--- src/rtl/mpcp_pkg.sv ---
// ----------------------------------------------------------------------------
// mpcp_pkg
// Shared types and codes for the multichannel pulse-count PWM.
// ----------------------------------------------------------------------------
`default_nettype none

package mpcp_pkg;

   localparam int CHANNELS_DEF = 8;

   localparam logic [2:0] MODE_TICK    = 3'd0;
   localparam logic [2:0] MODE_WRITE   = 3'd1;
   localparam logic [2:0] MODE_READ    = 3'd2;
   localparam logic [2:0] MODE_ENABLE  = 3'd3;
   localparam logic [2:0] MODE_DISABLE = 3'd4;

   localparam logic [1:0] SEL_WIDTH  = 2'd0;
   localparam logic [1:0] SEL_PERIOD = 2'd1;
   localparam logic [1:0] SEL_LEFT   = 2'd2;
   localparam logic [1:0] SEL_COUNT  = 2'd3;

   localparam logic [1:0] ST_OK       = 2'd0;
   localparam logic [1:0] ST_REJECT   = 2'd1;
   localparam logic [1:0] ST_ALREADY  = 2'd2;

   localparam logic [31:0] ALL_ONES = 32'hFFFF_FFFF;

   typedef struct packed {
      logic [31:0] pulse_width;
      logic [31:0] period_len;
      logic [31:0] pulses_left;
      logic [31:0] toggle_count;
      logic [31:0] wait_ticks;
   } entry_type;

   typedef struct packed {
      logic enabled;
      logic level;
      logic parked;
   } flags_type;

endpackage

`default_nettype wire

--- src/rtl/mpcp_ram.sv ---
// ----------------------------------------------------------------------------
// mpcp_ram
// Generic single-write, single-read RAM with registered read data.
// ----------------------------------------------------------------------------
`default_nettype none

module mpcp_ram #(
   parameter int WIDTH = 32,
   parameter int DEPTH = 8,
   localparam int AW = (DEPTH > 1) ? $clog2(DEPTH) : 1
) (
   input  wire logic             clock,
   input  wire logic             wr_en,
   input  wire logic [AW-1:0]    wr_addr,
   input  wire logic [WIDTH-1:0] wr_data,
   input  wire logic [AW-1:0]    rd_addr,
   output logic      [WIDTH-1:0] rd_data
);

   logic [WIDTH-1:0] mem_ff [DEPTH];
   logic [WIDTH-1:0] rd_data_ff;

   always_ff @(posedge clock) begin
      if (wr_en) begin
         mem_ff[wr_addr] <= wr_data;
      end
      rd_data_ff <= mem_ff[rd_addr];
   end

   assign rd_data = rd_data_ff;

endmodule

`default_nettype wire

--- src/rtl/mpcp_update.sv ---
// ----------------------------------------------------------------------------
// mpcp_update
// Per-channel update: applies one command or one tick to a channel entry.
// ----------------------------------------------------------------------------
`default_nettype none

module mpcp_update (
   input  wire logic [2:0]          op,
   input  wire logic [1:0]          sel,
   input  wire logic [31:0]         value,
   input  wire mpcp_pkg::entry_type cur,
   input  wire mpcp_pkg::flags_type cur_flags,
   output mpcp_pkg::entry_type      nxt,
   output mpcp_pkg::flags_type      nxt_flags,
   output logic [31:0]              rdata,
   output logic [1:0]               status
);

   logic        active;
   logic        fire;
   logic        lvl_n;
   logic [31:0] left_n;
   logic        park;

   always_comb begin
      active = cur_flags.enabled && !cur_flags.parked && (cur.period_len != 32'd0) &&
               (cur.pulse_width <= cur.period_len) && (cur.pulses_left != 32'd0);
      fire   = (cur.wait_ticks <= 32'd1);
      lvl_n  = !cur_flags.level;
      left_n = (cur.pulses_left == mpcp_pkg::ALL_ONES) ? cur.pulses_left
                                                        : cur.pulses_left - 32'd1;
      park   = (cur.pulse_width == 32'd0) || (cur.pulse_width == cur.period_len) ||
               (left_n == 32'd0);

      nxt       = cur;
      nxt_flags = cur_flags;
      rdata     = 32'd0;
      status    = mpcp_pkg::ST_OK;

      case (op)
         mpcp_pkg::MODE_TICK: begin
            if (active) begin
               if (!fire) begin
                  nxt.wait_ticks = cur.wait_ticks - 32'd1;
               end else begin
                  nxt_flags.level  = lvl_n;
                  nxt.toggle_count = cur.toggle_count + 32'd1;
                  nxt.pulses_left  = left_n;
                  if (park) begin
                     nxt_flags.parked = 1'b1;
                     nxt.wait_ticks   = 32'd0;
                  end else begin
                     nxt.wait_ticks = lvl_n ? cur.pulse_width
                                            : cur.period_len - cur.pulse_width;
                  end
               end
            end
         end
         mpcp_pkg::MODE_WRITE: begin
            if (!cur_flags.enabled || sel == mpcp_pkg::SEL_COUNT) begin
               status = mpcp_pkg::ST_REJECT;
            end else begin
               case (sel)
                  mpcp_pkg::SEL_WIDTH: begin
                     if (value <= cur.period_len) begin
                        nxt.pulse_width = value;
                     end
                  end
                  mpcp_pkg::SEL_PERIOD: nxt.period_len  = value;
                  default:              nxt.pulses_left = value;
               endcase
               nxt.wait_ticks   = 32'd0;
               nxt_flags.parked = 1'b0;
            end
         end
         mpcp_pkg::MODE_READ: begin
            if (!cur_flags.enabled) begin
               status = mpcp_pkg::ST_REJECT;
            end else begin
               case (sel)
                  mpcp_pkg::SEL_WIDTH:  rdata = cur.pulse_width;
                  mpcp_pkg::SEL_PERIOD: rdata = cur.period_len;
                  mpcp_pkg::SEL_LEFT:   rdata = cur.pulses_left;
                  default:              rdata = cur.toggle_count;
               endcase
            end
         end
         mpcp_pkg::MODE_ENABLE: begin
            if (cur_flags.enabled) begin
               status = mpcp_pkg::ST_ALREADY;
            end else begin
               nxt_flags.enabled = 1'b1;
               nxt_flags.level   = 1'b0;
               nxt_flags.parked  = 1'b0;
               nxt.pulses_left   = mpcp_pkg::ALL_ONES;
               nxt.wait_ticks    = 32'd0;
            end
         end
         mpcp_pkg::MODE_DISABLE: begin
            if (!cur_flags.enabled) begin
               status = mpcp_pkg::ST_REJECT;
            end else begin
               nxt_flags.enabled = 1'b0;
            end
         end
         default: begin
            status = mpcp_pkg::ST_OK;
         end
      endcase
   end

endmodule

`default_nettype wire

--- src/rtl/multichannel_pulse_count_pwm.sv ---
// ----------------------------------------------------------------------------
// multichannel_pulse_count_pwm
// Multichannel PWM with per-channel high time, period and pulse count limit.
// ----------------------------------------------------------------------------
// Usage:
//   The req_ channel carries one command word: a microsecond tick, a register
//   write, a register read, a channel enable or a channel disable. Every
//   command returns exactly one rsp_ word with all channel levels, read data
//   and status.
//   Channel settings live in one RAM entry per channel with registered read.
//   A tick sweeps the entries one per cycle, read and write-back overlapped;
//   write, read, enable and disable go through read, update and respond
//   steps; a command to a channel out of range or an unknown mode goes
//   straight to the respond step. req_stall is high until the block is
//   back in idle.
//   The response register frees the request side: a new command is taken
//   while the previous word waits on rsp_stall; a finished word waits in the
//   response stage until the output register is free.
//   Reset clears all channels at once through per-entry valid bits; the block
//   takes commands as soon as reset is released.
// ----------------------------------------------------------------------------
`default_nettype none

module multichannel_pulse_count_pwm #(
   parameter int CHANNELS = mpcp_pkg::CHANNELS_DEF
) (
   input  wire logic        clock,
   input  wire logic        reset,
   input  wire logic        req_valid,
   output logic             req_stall,
   input  wire logic [2:0]  req_mode,
   input  wire logic [2:0]  req_channel,
   input  wire logic [1:0]  req_reg_select,
   input  wire logic [31:0] req_write_value,
   output logic             rsp_valid,
   input  wire logic        rsp_stall,
   output logic [7:0]       rsp_levels,
   output logic [31:0]      rsp_read_data,
   output logic [1:0]       rsp_status
);

   localparam int AW = (CHANNELS > 1) ? $clog2(CHANNELS) : 1;
   localparam int CW = $clog2(CHANNELS + 1);
   localparam int EW = $bits(mpcp_pkg::entry_type);
   localparam logic [6:0]    CH_LIM = 7'(CHANNELS);
   localparam logic [CW-1:0] CNT_LAST = CW'(CHANNELS);

   localparam logic [2:0] S_IDLE = 3'd0;
   localparam logic [2:0] S_RD   = 3'd1;
   localparam logic [2:0] S_CMD  = 3'd2;
   localparam logic [2:0] S_TICK = 3'd3;
   localparam logic [2:0] S_DONE = 3'd4;

   logic [2:0]    state_ff, state_in;
   logic [2:0]    mode_ff;
   logic [1:0]    sel_ff;
   logic [31:0]   value_ff;
   logic [AW-1:0] addr_ff;
   logic [CW-1:0] cnt_ff;
   logic          proc_vld_ff;
   logic [AW-1:0] proc_idx_ff;
   logic [31:0]   res_rdata_ff;
   logic [1:0]    res_status_ff;

   logic [CHANNELS-1:0] valid_ff;
   logic [CHANNELS-1:0] enabled_ff;
   logic [CHANNELS-1:0] level_ff;
   logic [CHANNELS-1:0] parked_ff;

   logic        rsp_valid_ff;
   logic [7:0]  rsp_levels_ff;
   logic [31:0] rsp_read_data_ff;
   logic [1:0]  rsp_status_ff;

   logic                req_take;
   logic                rsp_free;
   logic [6:0]          chan_ext;
   logic                chan_ok;
   logic                mode_cmd;
   logic [AW-1:0]       rd_addr;
   logic [AW-1:0]       idx;
   logic                wr_en;
   logic [EW-1:0]       rd_data;
   mpcp_pkg::entry_type cur;
   mpcp_pkg::entry_type nxt;
   mpcp_pkg::flags_type cur_flags;
   mpcp_pkg::flags_type nxt_flags;
   logic [2:0]          op;
   logic [31:0]         upd_rdata;
   logic [1:0]          upd_status;
   logic [7:0]          levels;

   assign req_stall = (state_ff != S_IDLE);
   assign req_take  = req_valid && !req_stall;
   assign rsp_free  = !rsp_valid_ff || !rsp_stall;
   assign chan_ext  = {4'd0, req_channel};
   assign chan_ok   = (chan_ext < CH_LIM);
   assign mode_cmd  = (req_mode == mpcp_pkg::MODE_WRITE) ||
                      (req_mode == mpcp_pkg::MODE_READ) ||
                      (req_mode == mpcp_pkg::MODE_ENABLE) ||
                      (req_mode == mpcp_pkg::MODE_DISABLE);

   assign rd_addr = (state_ff == S_TICK) ? cnt_ff[AW-1:0] : addr_ff;
   assign idx     = (state_ff == S_CMD) ? addr_ff : proc_idx_ff;
   assign wr_en   = (state_ff == S_CMD) || ((state_ff == S_TICK) && proc_vld_ff);
   assign op      = (state_ff == S_TICK) ? mpcp_pkg::MODE_TICK : mode_ff;

   assign cur               = valid_ff[idx] ? mpcp_pkg::entry_type'(rd_data) : '0;
   assign cur_flags.enabled = enabled_ff[idx];
   assign cur_flags.level   = level_ff[idx];
   assign cur_flags.parked  = parked_ff[idx];

   mpcp_ram #(
      .WIDTH (EW),
      .DEPTH (CHANNELS)
   ) u_ram (
      .clock   (clock),
      .wr_en   (wr_en),
      .wr_addr (idx),
      .wr_data (nxt),
      .rd_addr (rd_addr),
      .rd_data (rd_data)
   );

   mpcp_update u_update (
      .op        (op),
      .sel       (sel_ff),
      .value     (value_ff),
      .cur       (cur),
      .cur_flags (cur_flags),
      .nxt       (nxt),
      .nxt_flags (nxt_flags),
      .rdata     (upd_rdata),
      .status    (upd_status)
   );

   always_comb begin
      state_in = state_ff;
      case (state_ff)
         S_IDLE: begin
            if (req_take) begin
               if (req_mode == mpcp_pkg::MODE_TICK) begin
                  state_in = S_TICK;
               end else if (mode_cmd && chan_ok) begin
                  state_in = S_RD;
               end else begin
                  state_in = S_DONE;
               end
            end
         end
         S_RD:   state_in = S_CMD;
         S_CMD:  state_in = S_DONE;
         S_TICK: begin
            if (cnt_ff == CNT_LAST) begin
               state_in = S_DONE;
            end
         end
         S_DONE: begin
            if (rsp_free) begin
               state_in = S_IDLE;
            end
         end
         default: state_in = S_IDLE;
      endcase
   end

   always_ff @(posedge clock) begin
      if (reset) begin
         state_ff    <= S_IDLE;
         proc_vld_ff <= 1'b0;
         valid_ff    <= '0;
         enabled_ff  <= '0;
         level_ff    <= '0;
         parked_ff   <= '0;
      end else begin
         state_ff <= state_in;
         if (state_ff == S_TICK) begin
            proc_vld_ff <= (cnt_ff < CNT_LAST);
         end else begin
            proc_vld_ff <= 1'b0;
         end
         if (wr_en) begin
            valid_ff[idx]   <= 1'b1;
            enabled_ff[idx] <= nxt_flags.enabled;
            level_ff[idx]   <= nxt_flags.level;
            parked_ff[idx]  <= nxt_flags.parked;
         end
      end
   end

   always_ff @(posedge clock) begin
      if (req_take) begin
         mode_ff       <= req_mode;
         sel_ff        <= req_reg_select;
         value_ff      <= req_write_value;
         addr_ff       <= chan_ext[AW-1:0];
         cnt_ff        <= '0;
         res_rdata_ff  <= 32'd0;
         res_status_ff <= (mode_cmd && !chan_ok) ? mpcp_pkg::ST_REJECT : mpcp_pkg::ST_OK;
      end
      if (state_ff == S_TICK) begin
         cnt_ff      <= cnt_ff + CW'(1);
         proc_idx_ff <= cnt_ff[AW-1:0];
      end
      if (state_ff == S_CMD) begin
         res_rdata_ff  <= upd_rdata;
         res_status_ff <= upd_status;
      end
   end

   always_comb begin
      levels = 8'd0;
      for (int i = 0; i < 8; i++) begin
         if (i < CHANNELS) begin
            levels[i] = level_ff[i];
         end
      end
   end

   always_ff @(posedge clock) begin
      if (reset) begin
         rsp_valid_ff <= 1'b0;
      end else if ((state_ff == S_DONE) && rsp_free) begin
         rsp_valid_ff <= 1'b1;
      end else if (rsp_valid_ff && !rsp_stall) begin
         rsp_valid_ff <= 1'b0;
      end
   end

   always_ff @(posedge clock) begin
      if ((state_ff == S_DONE) && rsp_free) begin
         rsp_levels_ff    <= levels;
         rsp_read_data_ff <= res_rdata_ff;
         rsp_status_ff    <= res_status_ff;
      end
   end

   assign rsp_valid     = rsp_valid_ff;
   assign rsp_levels    = rsp_levels_ff;
   assign rsp_read_data = rsp_read_data_ff;
   assign rsp_status    = rsp_status_ff;

endmodule

`default_nettype wire

--- config.mk ---
export PLATFORM = sky130hd
export DESIGN_NAME = multichannel_pulse_count_pwm
export DESIGN_NICKNAME = d
export VERILOG_FILES = /design/src/rtl/mpcp_pkg.sv /design/src/rtl/mpcp_ram.sv /design/src/rtl/mpcp_update.sv /design/src/rtl/multichannel_pulse_count_pwm.sv
export SDC_FILE = /design/constraint.sdc
export NUM_CORES = 2
export LEC_CHECK = 0
export ABC_AREA = 0
export BUFFER_PORTS_ARGS = -buffer_cell sky130_fd_sc_hd__clkbuf_2
export CORE_ASPECT_RATIO = 1.25
export CORE_UTILIZATION = 25
export DETAILED_ROUTE_END_ITERATION = 7
export PLACE_DENSITY = 0.48
export SKIP_CTS_REPAIR_TIMING = 1
export SYNTH_ARGS = -nofsm -noshare
export SYNTH_HDL_FRONTEND = slang
export SYNTH_SLANG_ARGS = --single-unit
--- constraint.sdc ---
create_clock -name clock -period 38.9 [get_ports clock]
set_input_delay 5.835 -clock clock [delete_from_list [all_inputs] [get_ports clock]]
set_output_delay 5.835 -clock clock [all_outputs]
set_load 0.01 [all_outputs]
# Yosys cells after proc, flatten, opt, wreduce, memory -nomap -nowiden
# Memory sizes are Yosys's and may differ from the RTL's. A register that Yosys moved wholly into a read port is not among the register bits.
# Index checks and enable logic that the tools add are counted.
[word_totals]
out_inout_bits = 44
input_bits = 44
elab_cells = 163
n_memories = 1
register_bits = 160
ram_bits = 1280
[op_classes]
bitwise = 2
add_sub_neg = 5
n_lt_le_gt_ge = 7
n_mux = 67
n_reduce_logical = 42
eq_ne = 21
[memory_table]
columns = ["name", "depth", "width", "read_ports", "rd_ports_with_merged_regs", "wr", "line_no", "source"]
rows = [
  ["u_ram.mem_ff", 8, 160, 1, 1, 1, "mpcp_ram.sv:20", "logic [WIDTH-1:0] mem_ff [DEPTH];"],
]
[ops]
columns = ["cell", "count"]
rows = [
  ["$mux 32", 16],
  ["$pmux 32 s3", 3],
  ["$mux 96", 2],
  ["$mux 160", 1],
  ["$mux 64", 2],
  ["$le 32x32->1", 2],
  ["$logic_not 32->1", 2],
  ["$reduce_bool 32->1", 2],
  ["$sub 32x1->32 const B", 2],
  ["$add 32x1->32 const B", 1],
  ["$eq 32x32->1", 1],
  ["$eq 32x32->1 const B", 1],
  ["$le 32x1->1 const B", 1],
  ["$sub 32x32->32", 1],
  ["$bwmux 8", 3],
  ["$mux 3", 8],
  ["$eq 3x2->1 const B", 6],
  ["$pmux 3 s5", 1],
  ["$mux 1", 14],
  ["$bmux 1 s3", 4],
  ["$mux 2", 6],
  ["$logic_and 1x1->1", 11],
  ["$eq 3x1->1 const B", 3],
  ["$eq 3x3->1 const B", 3],
  ["23 further kinds", 48],
]

# Longest topological paths before layout
[depth]
ltp_word = 14
mapped_depth = 30
mapped_depth_nobuf = 19

# Modules after synthesis
# Synthesis repeated with hierarchy kept, for this count alone.
[unflattened]
cells_unflattened = 3910
area_unflattened_um2 = 68373.1
[modules_own_cells]
columns = ["mod", "seq_area_each_um2", "area_each_um2", "instances", "cells_per_inst"]
rows = [
  ["mpcp_ram", 41639.9, 52327.7, 1, 2023],
  ["mpcp_update", 0.0, 8833.5, 1, 1299],
  ["multichannel_pulse_count_pwm", 4434.3, 7211.9, 1, 588],
]

# Worst setup path after synthesis
# No wires, ideal clock.
[synth_path]
path_type = "register to register"
startpoint = "register state_ff[0]"
endpoint = "register enabled_ff[4]"
setup_ns = 0.129
required_ns = 38.771
path_slack_ns = 25.154
path_stages_with_launch = 10
t_arrival_ns = 13.617
period_less_slack_ns = 13.746
n_path_buf = 4
path_cell_list = "dfxtp_1 -> buf_2 -> or3b_1 -> buf_2 -> a21o_1 -> buf_2 -> buf_1 -> nor3_1 -> mux2i_1 -> nor2_1"
[synth_between]
elab_chain_len = 7
word_cells_on_any_way = 17
cone_classes = "2 x order compare; 4 x eq/ne; 8 x mux; 3 x reduce/logical"
[synth_lines]
columns = ["element", "line_no", "source"]
rows = [
  ["from (decl)", "multichannel_pulse_count_pwm.sv:54", "logic [2:0] state_ff, state_in;"],
  ["from (signal assigned)", "multichannel_pulse_count_pwm.sv:176", "state_ff <= state_in;"],
  ["$eq 3x2->1", "multichannel_pulse_count_pwm.sv:104, multichannel_pulse_count_pwm.sv:105", ""],
  ["$mux 3", "multichannel_pulse_count_pwm.sv:104", "assign idx = (state_ff == S_CMD) ? addr_ff : proc_idx_ff;"],
  ["$lt 3x4->1 (implied by the code) / $ge 3x1->1 (equally long branches)", "multichannel_pulse_count_pwm.sv:184", "enabled_ff[idx] <= nxt_flags.enabled;"],
  ["$logic_and 1x1->1 (implied by the code)", "multichannel_pulse_count_pwm.sv:184", ""],
  ["$mux 1 (implied by the code)", "multichannel_pulse_count_pwm.sv:184", ""],
  ["$demux 1 s3", "multichannel_pulse_count_pwm.sv:184", ""],
  ["$bwmux 8", "multichannel_pulse_count_pwm.sv:184", ""],
  ["to (signal, indexed assignment)", "multichannel_pulse_count_pwm.sv:184", ""],
  ["to (decl)", "multichannel_pulse_count_pwm.sv:66", "logic [CHANNELS-1:0] enabled_ff;"],
]
# Several ways; a longest one is shown, not always the timed one. The select of a mux whose other input is x is not followed.
# A chain may end at the register's enable or synchronous reset.

==> flow_metrics.py <==
metrics = {
    "synthesis": {
        "synth_area_leader_cell": "edfxtp_1",
        "avgSynthCellArea_um2": 16.88,
        "ys_seq_area_share_pct": 69.40,
        "ys_top_cells_by_area": "edfxtp_1 (63%), mux4_2 (12%), dfxtp_1 (5.9%), mux2_2 (2.8%), nand2_1 (1.4%)",
        "synth_nets": 4051,
        "synthFlopType": "edfxtp_1",
        "synth_top_cell_area_share_pct": 63.46,
        "synthesis.instances": 3934,
        "ys_warn_count": 0,
        "ys_ff_latch": 1600,
        "ys_types": 90,
        "ys_async_sr_fraction_pct": 0,
        "mappedNetlistArea_um2": 66390,
        "synth_edf_count": 1403,
    },
    "setup_path": {
        "cp_common_cell": "buf_4",
        "cp.required_ns": 39.44,
        "endpoint": "u_ram.mem_ff[3][13]$_DFFE_PP_",
        "max_stage_delay_ns": 0.76,
        "cp-start-kind": "register",
        "critPathCaptureType": "register",
        "ff2ff_path_depth": 21,
        "crit_type": "reg2reg",
        "cp_slowest_cell": "a21o_1",
        "crit_start": "state_ff[2]$_SDFFE_PP0P_",
        "crit_fanout": 58,
        "r2r-end": "u_ram.mem_ff[3][13]$_DFFE_PP_",
        "r2r-start": "state_ff[2]$_SDFFE_PP0P_",
        "crit_chain": "or3b_1, a21o_1, a211oi_1, or3_1, nand2_4, buf_4, nand2_1, ha_1, fa_1, nor2b_1, o31a_1, o21bai_1, a2111o_1, nand3_1, nand4_2, nor3_4, buf_4, and2_1, buf_4, o211ai_1, nand3_1",
        "ff2ff_setup_slack_ns": 30.08,
        "arrival_ns": 9.36,
    },
    "flow_run": {
        "cap_violations": 0,
    },
    "clocking": {
        "cts_tree": "built",
        "clk_path_buf_depth": 4,
        "h-tree-depth": 4,
        "clockRootBuffer": "clkbuf_16",
        "clock-sinks": 1600,
        "cts.clk_slew.worst_paths_ns": 0.06,
        "cts_inserted_buffers": 171,
        "clk_latency_ns": 0.85,
    },
    "sta": {
        "period_minus_slack_ns": 8.819,
        "finClkSkew_ns": 0.08596,
        "finalMaxSlewViolations": 0,
        "rsz0062_at_grt": "no",
        "fmax_mhz": 113.4,
        "setup_violations": 0,
        "hold_viol": 0,
        "fin_ws_ns": 30.08,
        "tightest_slew_ns": 1.273,
        "fin_hold_ws_ns": 0.4180,
        "fin_setup_tns_ns": 0,
        "fin_crit_sh_pct": 22.67,
        "slew_headroom_pct": 14.21,
    },
    "route": {
        "first_iter_violations": 3401,
        "drt_pass1_iterations": 6,
        "routed_wl_mm": 200.2,
        "vias": 36990,
        "via_per_inst": 4.776,
        "antenna_left": 0,
        "wl_per_cell_um": 25.85,
        "route.detailed.drc": 0,
    },
    "global_routing": {
        "grt_util_met1_pct": 18.58,
        "grt_use_total_pct": 14.68,
        "grt_pass1_vias": 37720,
        "use_met3_pct": 1.853,
        "use_met2_pct": 25.07,
        "grt_pass1_wl_mm": 283.9,
        "antenna_found_initial": 15,
        "top_usage_layer": "met2",
        "grt_start_max_net_pins": 123,
        "grt_overflow": 0,
    },
    "cells_and_area": {
        "fin_nets": 4185,
        "area_delta_synth_final_pct": 15.36,
        "final_layout_size_suffix_gt1_share_pct": 23.70,
        "post-route-util_pct": 28.98,
        "final_common_cell": "edfxtp_1",
        "mostFrequentLayoutCells": "edfxtp_1 (1403), mux4_2 (352), nand2_1 (251)",
    },
    "outcome": {
        "run_status": "completed",
    },
    "die": {
        "initial_core_util_pct": 25.12,
        "core_um2": 264300,
        "dieHeight_um": 578.2,
        "row_count": 211,
        "dieArea_um2": 267600,
        "io_pins": 88,
        "die_w_um": 462.9,
    },
    "pwr": {
        "powerDensity_nw_per_um2": 51.92,
        "finalPower_mw": 3.977,
        "leakage_nw": 24.88,
        "ir_drop_mv": 0.03008,
    },
    "worst_hold_path": {
        "hp-start": "res_rdata_ff[0]$_SDFFCE_PN0P_",
        "hp-class": "reg2reg",
    },
    "placed_design": {
        "pre_cts_slack_ns": 30.34,
        "portBuffers": 87,
        "place.gp.congestion": 0.9152,
        "dp_hpwl_mm": 127.4,
    },
}
[metal layers]
metal / vias to the layer above / part of all wire [%]
li1: 15940 / -
met1: 19450 / 42
met2: 1230 / 49
met3: 367 / 4.6
met4: 4 / 4.3
met5: - / 0.013
[cell families after synthesis]
group | after synthesis | share of synthesized area [%]
AO/OA/AOI/OAI | 500 | 4.744
XOR/XNOR | 72 | 0.9498
adder cells (fa/ha/maj) | 73 | 1.387
buffers and inverters | 313 | 1.941
flip-flops | 1600 | 69.40
multiplexers | 574 | 15.62
AND/OR/NAND/NOR | 802 | 5.957
[power by group]
group / switching [mW] / internal, mW / leakage, nW
combinational: 0.248 / 0.161 / 7.69
sequential: 0.0827 / 1.93 / 14.6
clock: 0.667 / 0.890 / 2.59
[state kept, by name, indices dropped and copies added, names as in the netlist]
signal	cells
parked_ff	8
proc_vld_ff	1
mode_ff	3
state_ff	3
rsp_valid	1
sel_ff	2
rsp_status	2
level_ff	8
res_status_ff	2
value_ff	32
u_ram.rd_data	160
enabled_ff	8
res_rdata_ff	32
u_ram.mem_ff	1280
addr_ff	3
rsp_read_data	32
cnt_ff	4
proc_idx_ff	3
rsp_levels	8
valid_ff	8
[worst min path at each step]
stage / endpoint / slack [ns] / depth (start not counted)
after global placement: rsp_read_data[7]$_DFFE_PP_ / 0.40 / 0
after CTS: rsp_read_data[0]$_DFFE_PP_ / 0.41 / 0
after floorplan: rsp_read_data[0]$_DFFE_PP_ / 0.40 / 0
after global routing: rsp_read_data[0]$_DFFE_PP_ / 0.42 / 0
after detailed placement: rsp_read_data[0]$_DFFE_PP_ / 0.40 / 0
final: rsp_read_data[0]$_DFFE_PP_ / 0.42 / 0
[layout make-up]
type / instances / area (um2)
tap: 3514 / 4397
multi-input combinational: 2021 / 19160
clock inverter: 63 / 541.8
timing repair buffer: 175 / 1234
clock buffer: 244 / 4736
fill: 26150 / 187700
sequential: 1600 / 46070
inverter: 99 / 371.6
antenna: 29 / 72.57
[cells in the mapped netlist (9+ instances only)]
cell type,number
nor4_1,35
nor3_1,60
xnor2_1,50
a221o_1,15
a21oi_1,116
or2_2,13
dfxtp_1,197
a211oi_1,26
o21ai_0,174
and2_1,17
and3_1,9
ha_1,72
nor2_1,170
nand3_1,81
mux2i_1,54
mux2_2,167
edfxtp_1,1403
a22oi_1,9
inv_1,98
nand2_1,252
and4_1,9
nor2b_1,43
mux4_2,352
o211ai_1,12
clkbuf_1,124
buf_1,52
nand4_1,37
nand2b_1,12
xor2_1,22
or3_1,23
buf_2,25
o31ai_1,11
buf_6,9
o21a_1,12
a21o_1,19
a31oi_1,16
[through the flow]
stage,cells,instance area [um2]
floorplan,3934,66390
global placement,7409,71240
detailed placement,7409,71240
CTS,7716,76510
global route,7742,76580
finish,7745,76590
[critical path, delay by kind of cell (launching register included)]
family	cells	cell delay (ns)
simple gates	10	3.40
fa+ha+maj	2	0.75
buf+inv	3	1.52
compound gates	6	2.27
flops	1	0.52
No activity file was read; power rests on OpenSTA's default activity.
